**config.mk**
```make
export PLATFORM = sky130hd
export DESIGN_NAME = fir_filter_direct_form
export DESIGN_NICKNAME = d
export VERILOG_FILES = /design/src/rtl/fir_df_pkg.sv /design/src/rtl/fir_filter_direct_form.sv /design/src/rtl/fir_df_mac.sv
export VERILOG_INCLUDE_DIRS = /design/src /design/src/rtl
export SDC_FILE = /design/constraint.sdc
export NUM_CORES = 2
export LEC_CHECK = 0
export ABC_AREA = 0
export BUFFER_PORTS_ARGS = -buffer_cell sky130_fd_sc_hd__buf_2
export CAP_MARGIN = 10
export CORE_MARGIN = 2
export CORE_UTILIZATION = 50
export CTS_BUF_LIST = sky130_fd_sc_hd__clkbuf_16
export CTS_CLUSTER_DIAMETER = 50
export DETAILED_ROUTE_END_ITERATION = 10
export HOLD_SLACK_MARGIN = 0.15
export PLACE_DENSITY = 0.62
export SLEW_MARGIN = 20
export SYNTH_ARGS = -nofsm -noshare
export SYNTH_HDL_FRONTEND = slang
export SYNTH_HIERARCHICAL = 1
export SYNTH_SLANG_ARGS = --single-unit
```
**constraint.sdc**
```tcl
create_clock -name clk -period 7.2 [get_ports clk]
set_input_delay 0.72 -clock clk [delete_from_list [all_inputs] [get_ports clk]]
set_output_delay 0.72 -clock clk [all_outputs]
set_load 0.05 [all_outputs]
```
**src/rtl/fir_filter_direct_form_macros.svh**
```systemverilog
// Assertion macros used by the FIR filter top level.
`ifndef FIR_FILTER_DIRECT_FORM_MACROS_SVH
`define FIR_FILTER_DIRECT_FORM_MACROS_SVH

// Same-cycle implication, checked out of reset.
`define FIR_DF_ASSERT_NOW(lbl, ante, cons, msg) \
    lbl: assert property (@(posedge clk) disable iff (!rst_n) (ante) |-> (cons)) else $error(msg);

// Next-cycle implication, checked out of reset.
`define FIR_DF_ASSERT_NEXT(lbl, ante, cons, msg) \
    lbl: assert property (@(posedge clk) disable iff (!rst_n) (ante) |=> (cons)) else $error(msg);

`endif

```
**src/rtl/fir_df_pkg.sv**
```systemverilog
// Package: constants, types and state encoding for the direct-form FIR filter.
package fir_df_pkg;

    localparam int TAPS     = 32;
    localparam int TAP_AW   = $clog2(TAPS);
    localparam int SAMPLE_W = 16;
    localparam int INDEX_W  = 5;
    localparam int PROD_W   = 2 * SAMPLE_W;
    localparam int ACC_W    = PROD_W + TAP_AW;
    localparam int S_DATA_W = 40;
    localparam int M_DATA_W = 16;

    localparam logic KIND_SAMPLE = 1'b0;
    localparam logic KIND_COEF   = 1'b1;

    typedef enum logic [1:0] {
        ST_IDLE,
        ST_RUN,
        ST_DRAIN
    } fir_state_t;

    typedef struct packed {
        logic clear;  // start of a new sum
        logic vld;    // operands valid this cycle
    } mac_ctl_t;

endpackage

```
**src/rtl/fir_filter_direct_form.sv**
```systemverilog
// Top level: direct-form FIR filter with delay line and coefficients held in RAM.
// A sample request (tuser 0) writes the sample into a circular delay-line RAM and then
// walks all TAPS entries, one multiply-accumulate per cycle against the coefficient RAM,
// through the RAM read registers and the product register into the accumulator; a new
// request is taken only once the result is loaded and the block is back in idle. That
// loop over the single read port of each RAM sets the rate. A result that is not yet taken
// holds the block in its last step until the output register frees up. A coefficient
// request (tuser 1) produces no result; indexes at or above TAPS are dropped. Both RAMs
// read as zero until an entry is written, through per-entry valid bits cleared at reset,
// so no clearing pass is needed. Results wait in an output register, and a new request
// is taken while a result is still pending.
module fir_filter_direct_form (
    input  logic                                clk,
    input  logic                                rst_n,
    input  logic                                s_tvalid,
    output logic                                s_tready,
    // [15:0] sample_in, [20:16] coef_index, [36:21] coef_value, [39:37] zero
    input  logic [fir_df_pkg::S_DATA_W-1:0]     s_tdata,
    // [0] kind
    input  logic                                s_tuser,
    output logic                                m_tvalid,
    input  logic                                m_tready,
    // [15:0] filtered_out
    output logic [fir_df_pkg::M_DATA_W-1:0]     m_tdata,
    // [0] saturated
    output logic                                m_tuser
);
    import fir_df_pkg::*;

    `include "fir_filter_direct_form_macros.svh"

    logic signed [SAMPLE_W-1:0] dly_mem  [TAPS];
    logic signed [SAMPLE_W-1:0] coef_mem [TAPS];
    logic [TAPS-1:0]            dly_vld_reg;
    logic [TAPS-1:0]            coef_vld_reg;

    fir_state_t                 state_reg, state_next;
    logic [TAP_AW-1:0]          head_reg;
    logic [TAP_AW-1:0]          head_inc;
    logic [TAP_AW-1:0]          rd_ptr_reg;
    logic [TAP_AW-1:0]          cnt_reg;
    logic                       rd_vld_reg;
    logic                       dq_vld_reg;
    logic                       cq_vld_reg;
    logic signed [SAMPLE_W-1:0] dq_reg;
    logic signed [SAMPLE_W-1:0] cq_reg;
    logic signed [SAMPLE_W-1:0] dly_op;
    logic signed [SAMPLE_W-1:0] coef_op;

    logic                       m_tvalid_reg;
    logic [M_DATA_W-1:0]        m_tdata_reg;
    logic                       m_tuser_reg;

    logic                       in_req;
    logic                       sample_req;
    logic                       coef_req;
    logic                       coef_ok;
    logic [TAP_AW-1:0]          coef_addr;
    logic                       issue;
    logic                       out_free;
    logic                       out_load;
    mac_ctl_t                   mac_ctl;
    logic                       mac_busy;
    logic signed [SAMPLE_W-1:0] mac_y;
    logic                       mac_sat;

    logic signed [SAMPLE_W-1:0] sample_in;
    logic [INDEX_W-1:0]         coef_index;
    logic signed [SAMPLE_W-1:0] coef_value;

    assign sample_in  = s_tdata[15:0];
    assign coef_index = s_tdata[20:16];
    assign coef_value = s_tdata[36:21];

    assign in_req     = s_tvalid && s_tready;
    assign sample_req = in_req && (s_tuser == KIND_SAMPLE);
    assign coef_req   = in_req && (s_tuser == KIND_COEF);
    assign coef_ok    = 32'(coef_index) < TAPS;
    assign coef_addr  = TAP_AW'(coef_index);
    assign head_inc   = (head_reg == TAP_AW'(TAPS - 1)) ? '0 : head_reg + 1'b1;
    assign issue      = (state_reg == ST_RUN);
    assign out_free   = !m_tvalid_reg || m_tready;

    always_comb
    begin
        state_next = state_reg;
        s_tready   = 1'b0;
        out_load   = 1'b0;
        unique case (state_reg)
            ST_IDLE:
            begin
                s_tready = 1'b1;
                if (s_tvalid && (s_tuser == KIND_SAMPLE))
                begin
                    state_next = ST_RUN;
                end
            end
            ST_RUN:
            begin
                if (cnt_reg == TAP_AW'(TAPS - 1))
                begin
                    state_next = ST_DRAIN;
                end
            end
            ST_DRAIN:
            begin
                // wait for the last product to land in the accumulator
                if (!rd_vld_reg && !mac_busy && out_free)
                begin
                    out_load   = 1'b1;
                    state_next = ST_IDLE;
                end
            end
            default:
            begin
                state_next = ST_IDLE;
            end
        endcase
    end

    always_ff @(posedge clk or negedge rst_n)
    begin
        if (!rst_n)
        begin
            state_reg    <= ST_IDLE;
            head_reg     <= '0;
            rd_ptr_reg   <= '0;
            cnt_reg      <= '0;
            rd_vld_reg   <= 1'b0;
            dly_vld_reg  <= '0;
            coef_vld_reg <= '0;
            m_tvalid_reg <= 1'b0;
        end
        else
        begin
            state_reg  <= state_next;
            rd_vld_reg <= issue;
            if (sample_req)
            begin
                head_reg              <= head_inc;
                rd_ptr_reg            <= head_inc;
                cnt_reg               <= '0;
                dly_vld_reg[head_inc] <= 1'b1;
            end
            else if (issue)
            begin
                rd_ptr_reg <= (rd_ptr_reg == '0) ? TAP_AW'(TAPS - 1) : rd_ptr_reg - 1'b1;
                cnt_reg    <= cnt_reg + 1'b1;
            end
            if (coef_req && coef_ok)
            begin
                coef_vld_reg[coef_addr] <= 1'b1;
            end
            if (out_load)
            begin
                m_tvalid_reg <= 1'b1;
            end
            else if (m_tready)
            begin
                m_tvalid_reg <= 1'b0;
            end
        end
    end

    // delay-line and coefficient RAMs, registered reads
    always_ff @(posedge clk)
    begin
        if (sample_req)
        begin
            dly_mem[head_inc] <= sample_in;
        end
        if (coef_req && coef_ok)
        begin
            coef_mem[coef_addr] <= coef_value;
        end
        dq_reg     <= dly_mem[rd_ptr_reg];
        cq_reg     <= coef_mem[cnt_reg];
        dq_vld_reg <= dly_vld_reg[rd_ptr_reg];
        cq_vld_reg <= coef_vld_reg[cnt_reg];
        if (out_load)
        begin
            m_tdata_reg <= M_DATA_W'(mac_y);
            m_tuser_reg <= mac_sat;
        end
    end

    assign dly_op        = dq_vld_reg ? dq_reg : '0;
    assign coef_op       = cq_vld_reg ? cq_reg : '0;
    assign mac_ctl.clear = sample_req;
    assign mac_ctl.vld   = rd_vld_reg;

    fir_df_mac u_mac (
        .clk   (clk),
        .rst_n (rst_n),
        .ctl   (mac_ctl),
        .dly   (dly_op),
        .coef  (coef_op),
        .busy  (mac_busy),
        .y     (mac_y),
        .sat   (mac_sat)
    );

    assign m_tvalid = m_tvalid_reg;
    assign m_tdata  = m_tdata_reg;
    assign m_tuser  = m_tuser_reg;

    `FIR_DF_ASSERT_NEXT(a_sample_starts_walk, sample_req, (state_reg == ST_RUN) && (cnt_reg == '0), "sample request did not start the tap walk")
    `FIR_DF_ASSERT_NOW(a_idle_pipe_empty, state_reg == ST_IDLE, !rd_vld_reg && !mac_busy, "MAC pipeline busy while idle")
    `FIR_DF_ASSERT_NOW(a_load_free_slot, out_load, !m_tvalid_reg || m_tready, "result overwrote a pending result")

endmodule

```
**src/rtl/fir_df_mac.sv**
```systemverilog
// Multiply-accumulate datapath with round-half-up and Q1.15 saturation.
module fir_df_mac (
    input  logic                                  clk,
    input  logic                                  rst_n,
    input  fir_df_pkg::mac_ctl_t                  ctl,
    input  logic signed [fir_df_pkg::SAMPLE_W-1:0] dly,
    input  logic signed [fir_df_pkg::SAMPLE_W-1:0] coef,
    output logic                                  busy,
    output logic signed [fir_df_pkg::SAMPLE_W-1:0] y,
    output logic                                  sat
);
    import fir_df_pkg::*;

    localparam int SUM_W = ACC_W + 1;
    localparam int Y_W   = SUM_W - (SAMPLE_W - 1);
    localparam logic signed [Y_W-1:0] Y_MAX = Y_W'(32767);
    localparam logic signed [Y_W-1:0] Y_MIN = Y_W'(-32768);
    localparam logic signed [SUM_W-1:0] HALF = SUM_W'(16384);

    logic signed [PROD_W-1:0] prod_reg;
    logic                     prod_vld_reg;
    logic signed [ACC_W-1:0]  acc_reg;
    logic signed [SUM_W-1:0]  sum_rnd;
    logic signed [Y_W-1:0]    y_full;

    always_ff @(posedge clk or negedge rst_n)
    begin
        if (!rst_n)
        begin
            prod_vld_reg <= 1'b0;
        end
        else
        begin
            prod_vld_reg <= ctl.vld;
        end
    end

    always_ff @(posedge clk)
    begin
        prod_reg <= dly * coef;
        if (ctl.clear)
        begin
            acc_reg <= '0;
        end
        else if (prod_vld_reg)
        begin
            acc_reg <= acc_reg + ACC_W'(prod_reg);
        end
    end

    // floor((acc + 2^14) / 2^15)
    assign sum_rnd = SUM_W'(acc_reg) + HALF;
    assign y_full  = Y_W'(sum_rnd >>> (SAMPLE_W - 1));
    assign busy    = prod_vld_reg;

    always_comb
    begin
        priority if (y_full > Y_MAX)
        begin
            y   = 16'sh7FFF;
            sat = 1'b1;
        end
        else if (y_full < Y_MIN)
        begin
            y   = -16'sh8000;
            sat = 1'b1;
        end
        else
        begin
            y   = SAMPLE_W'(y_full);
            sat = 1'b0;
        end
    end

endmodule
```
==> reports/results.txt <==
status = complete, no violations
Port Buffers = 60
Core ar. = 116,000 µm²
crit path capture = u_mac/prod_reg[24]
Min Hold Slack = 0.448 ns
final hold violation count = 0
VDD IR max = 0.309 mV
Seq/Total Area, Yosys = 0.605
critical path's top delay family = adder cells
GR Overflow Total = 0
crit-path max cell delay = 0.55 ns
H-tree levels = 4
die width = 346 µm
CP max-delay cell = fa_1
Internal Power = 15,600 µW
Clock Power Share = 0.287
CP Max Fanout = 16
critical setup path kind = reg -> reg
Mapped Cells = 3,776
Buf+Inv Stages, Crit Path = 5
Nets = 4,341
Critical Path, Cell by Cell = and2_1 -> buf_4 -> and2_1 -> fa_1 -> inv_1 -> fa_1 -> fa_1 -> fa_1 -> inv_1 -> fa_1 -> inv_1 -> fa_1 -> inv_1 -> ha_1 -> and3_1 -> and3_1 -> a21oi_1 -> a31oi_1 -> a2111o_1 -> a41o_1 -> a21oi_1 -> xnor2_1
Most used DFF post-synth = edfxtp_1
P_sw = 8260 µW
Core Rows = 125
first-pass GRT wire length = 204,000 µm
Logic pwr share = 0.348
DRT iter0 DRCs = 2,806
ys async rst share = 0.0684
critical path data arrival time = 7.49 ns
worst clock skew = 0.0418 ns
GRT Overall Usage = 0.226
Pins Over Slew Limit = 0
P per Cell Area = 365 nW/µm²
Rel. slew slack = 0.293
Unique masters post-synth = 85
layout cells sized above 1 = 0.163
DR pass1 iterations = 6
Worst R2R Start = cq_vld_reg
vias in the first global route = 32,700
largest net degree at the start of global routing = 107
TritonCTS clock tree = done
final setup violation count = 0
Final Routed Wirelength = 133,000 µm
cell repeated most along the worst path = fa_1
number of flops mapped to enable cells by yosys = 1,041
final core occ = 0.562
fraction of power spent switching nets = 0.346
syn_area_per_cell = 15.5 µm²
Setup crit end kind = register
Worst path depth = 22
via count = 31,700
worst hold-check path type = in -> reg
post-route ant nets = 0
die area = 120,000 µm²
R2R Setup Slk = 0.40 ns
routability cong. = 0.817
Slew @ Worst Pin = 1.06 ns
Yosys top cell area share = 0.534
Seq cells post-synth = 1,228
Max Fclk = 147 MHz
Die Y = 346 µm
post-DP HPWL = 83,600 µm
max-cap violations = 0
worst slack, placed = 0.186 ns
clk_lat worst skew = 0.77 ns
top area cells in the synthesized netlist = edfxtp_1 (53%), fa_1 (9.0%), mux4_2 (7.9%)
Num CTS Buffers = 138
Root Buffer = clkbuf_16
area leader, netlist = edfxtp_1
setup ws final = 0.400 ns
clock tree sinks = 1,228
Setup TNS = 0 ns
worst reg2reg endpoint = u_mac/prod_reg[24]
Syn-to-layout area delta = 11.6%
fin crit period = 6.80 ns
startpoint types = register
initial antenna violation count = 3
sequential power share = 0.366
CP startpoint = cq_vld_reg
IO Pins = 64
CTS Buffer Depth = 3
via/cell ratio = 5.71
Yosys warnings = 6
Req. time, crit path = 7.89 ns
WL per Instance = 24.0 µm
DRC viols = 0
postcts setup bufs = 0
Cell Area, Synth = 58,600 µm²
setup repair after global routing missed its margin = no
FF-to-FF path depth = 22
leak pwr = 0.0247 µW
clk slew on worst S/H paths = 0.06 ns
fin crit share = 0.944
Starting Density = 0.504
Syn Nets = 4,208
## per-layer routing
metal / global-route usage / part of all wire / up-vias
met3: 0.0293 / 0.054 / 161
met2: 0.355 / 0.47 / 851
met4: 0.0623 / 0.019 / 0
li1: - / - / 14300
met5: 0 / 0 / -
met1: 0.335 / 0.46 / 16400
## stage by stage
step,total power (µW),instances,instance area [µm²]
after floorplan,14900,3776,58600
after global placement,17100,5292,60800
after detailed placement,17200,5292,60800
after CTS,24000,5543,65300
after global routing,25100,5543,65300
final,23800,5545,65300
## layout make-up
class	count	area, µm²
antenna	2	5.00
clock buffer	140	3500
clock inverter	110	971
fill	9197	50900
inverter	350	1320
multi-input combinational	2019	21000
sequential	1228	35400
tap	1524	1910
timing repair buffer	172	1180
## placed cells by master, fill, tap and decap left out, types with 13 or more instances in the layout
cell,instances
a211oi_1,21
a21o_1,41
a21oi_1,110
a22o_1,18
a22oi_1,51
and2_1,164
and3_1,14
buf_2,59
buf_4,109
clkbuf_16,140
clkinv_1,32
clkinv_2,13
dfrtp_1,78
dfxtp_1,103
edfxtp_1,1041
fa_1,263
ha_1,124
inv_1,374
mux2i_1,173
mux4_2,205
nand2_1,183
nand2b_1,15
nand3_1,27
nor2_1,125
nor2b_1,13
nor3_1,16
o21ai_0,44
o21bai_1,59
o221ai_1,38
o22ai_1,35
or2_2,29
xnor2_1,61
xor2_1,23
## power by group through the flow
stage	clock [µW]	combinational, µW	sequential [µW]
2_1_floorplan	0	6360	8500
3_3_place_gp	0	8280	8860
3_5_place_dp	0	8340	8860
4_1_cts	6960	8370	8720
5_1_grt	7220	9140	8780
6_report	6830	8290	8720
## cells by family after synthesis
family	synth area share
buffers and inverters	0.0374
adder cells (fa/ha/maj)	0.116
multiplexers	0.109
flip-flops	0.605
AND/OR/NAND/NOR	0.0575
XOR/XNOR	0.0126
AO/OA/AOI/OAI	0.0623
## worst min path at each step
| stage | from | endpoint | cells past startpoint |
|---|---|---|---|
| global route | m_tready | m_tvalid | 3 |
| global placement | dly_vld_reg[13] | dly_vld_reg[13] | 1 |
| floorplan | rd_vld_reg | u_mac/busy | 0 |
| detailed placement | dly_vld_reg[13] | dly_vld_reg[13] | 1 |
| finish | m_tready | m_tvalid | 3 |
| CTS | m_tready | m_tvalid | 3 |
## worst reg2reg max path, cell delays in order, from the launching register on
cell	delay, ns
dfxtp_1	0.54
and2_1	0.33
buf_4	0.25
and2_1	0.17
fa_1	0.41
inv_1	0.09
fa_1	0.42
fa_1	0.50
fa_1	0.50
inv_1	0.05
fa_1	0.52
inv_1	0.05
fa_1	0.55
inv_1	0.05
ha_1	0.36
and3_1	0.18
and3_1	0.17
a21oi_1	0.25
a31oi_1	0.27
a2111o_1	0.50
a41o_1	0.24
a21oi_1	0.17
xnor2_1	0.13
## cells in the mapped netlist (38+ instances only)
master / n
a22oi_1: 51
a21o_1: 41
nor2_1: 129
mux2i_1: 173
dfxtp_1: 103
ha_1: 124
xnor2_1: 61
and2_1: 172
a21oi_1: 110
inv_1: 348
nand2_1: 183
clkbuf_1: 113
fa_1: 263
o221ai_1: 38
edfxtp_1: 1041
o21ai_0: 44
mux4_2: 205
o21bai_1: 59
dfrtp_1: 84
## repair_timing
action / 4_1_cts / 5_1_grt
endpoints found under the hold margin: 32 / 0
resized for setup: 0 / 7
hold buffers: 1 / 0
setup endpoints to repair: 0 / 4
(Power assumes the default switching activity.)
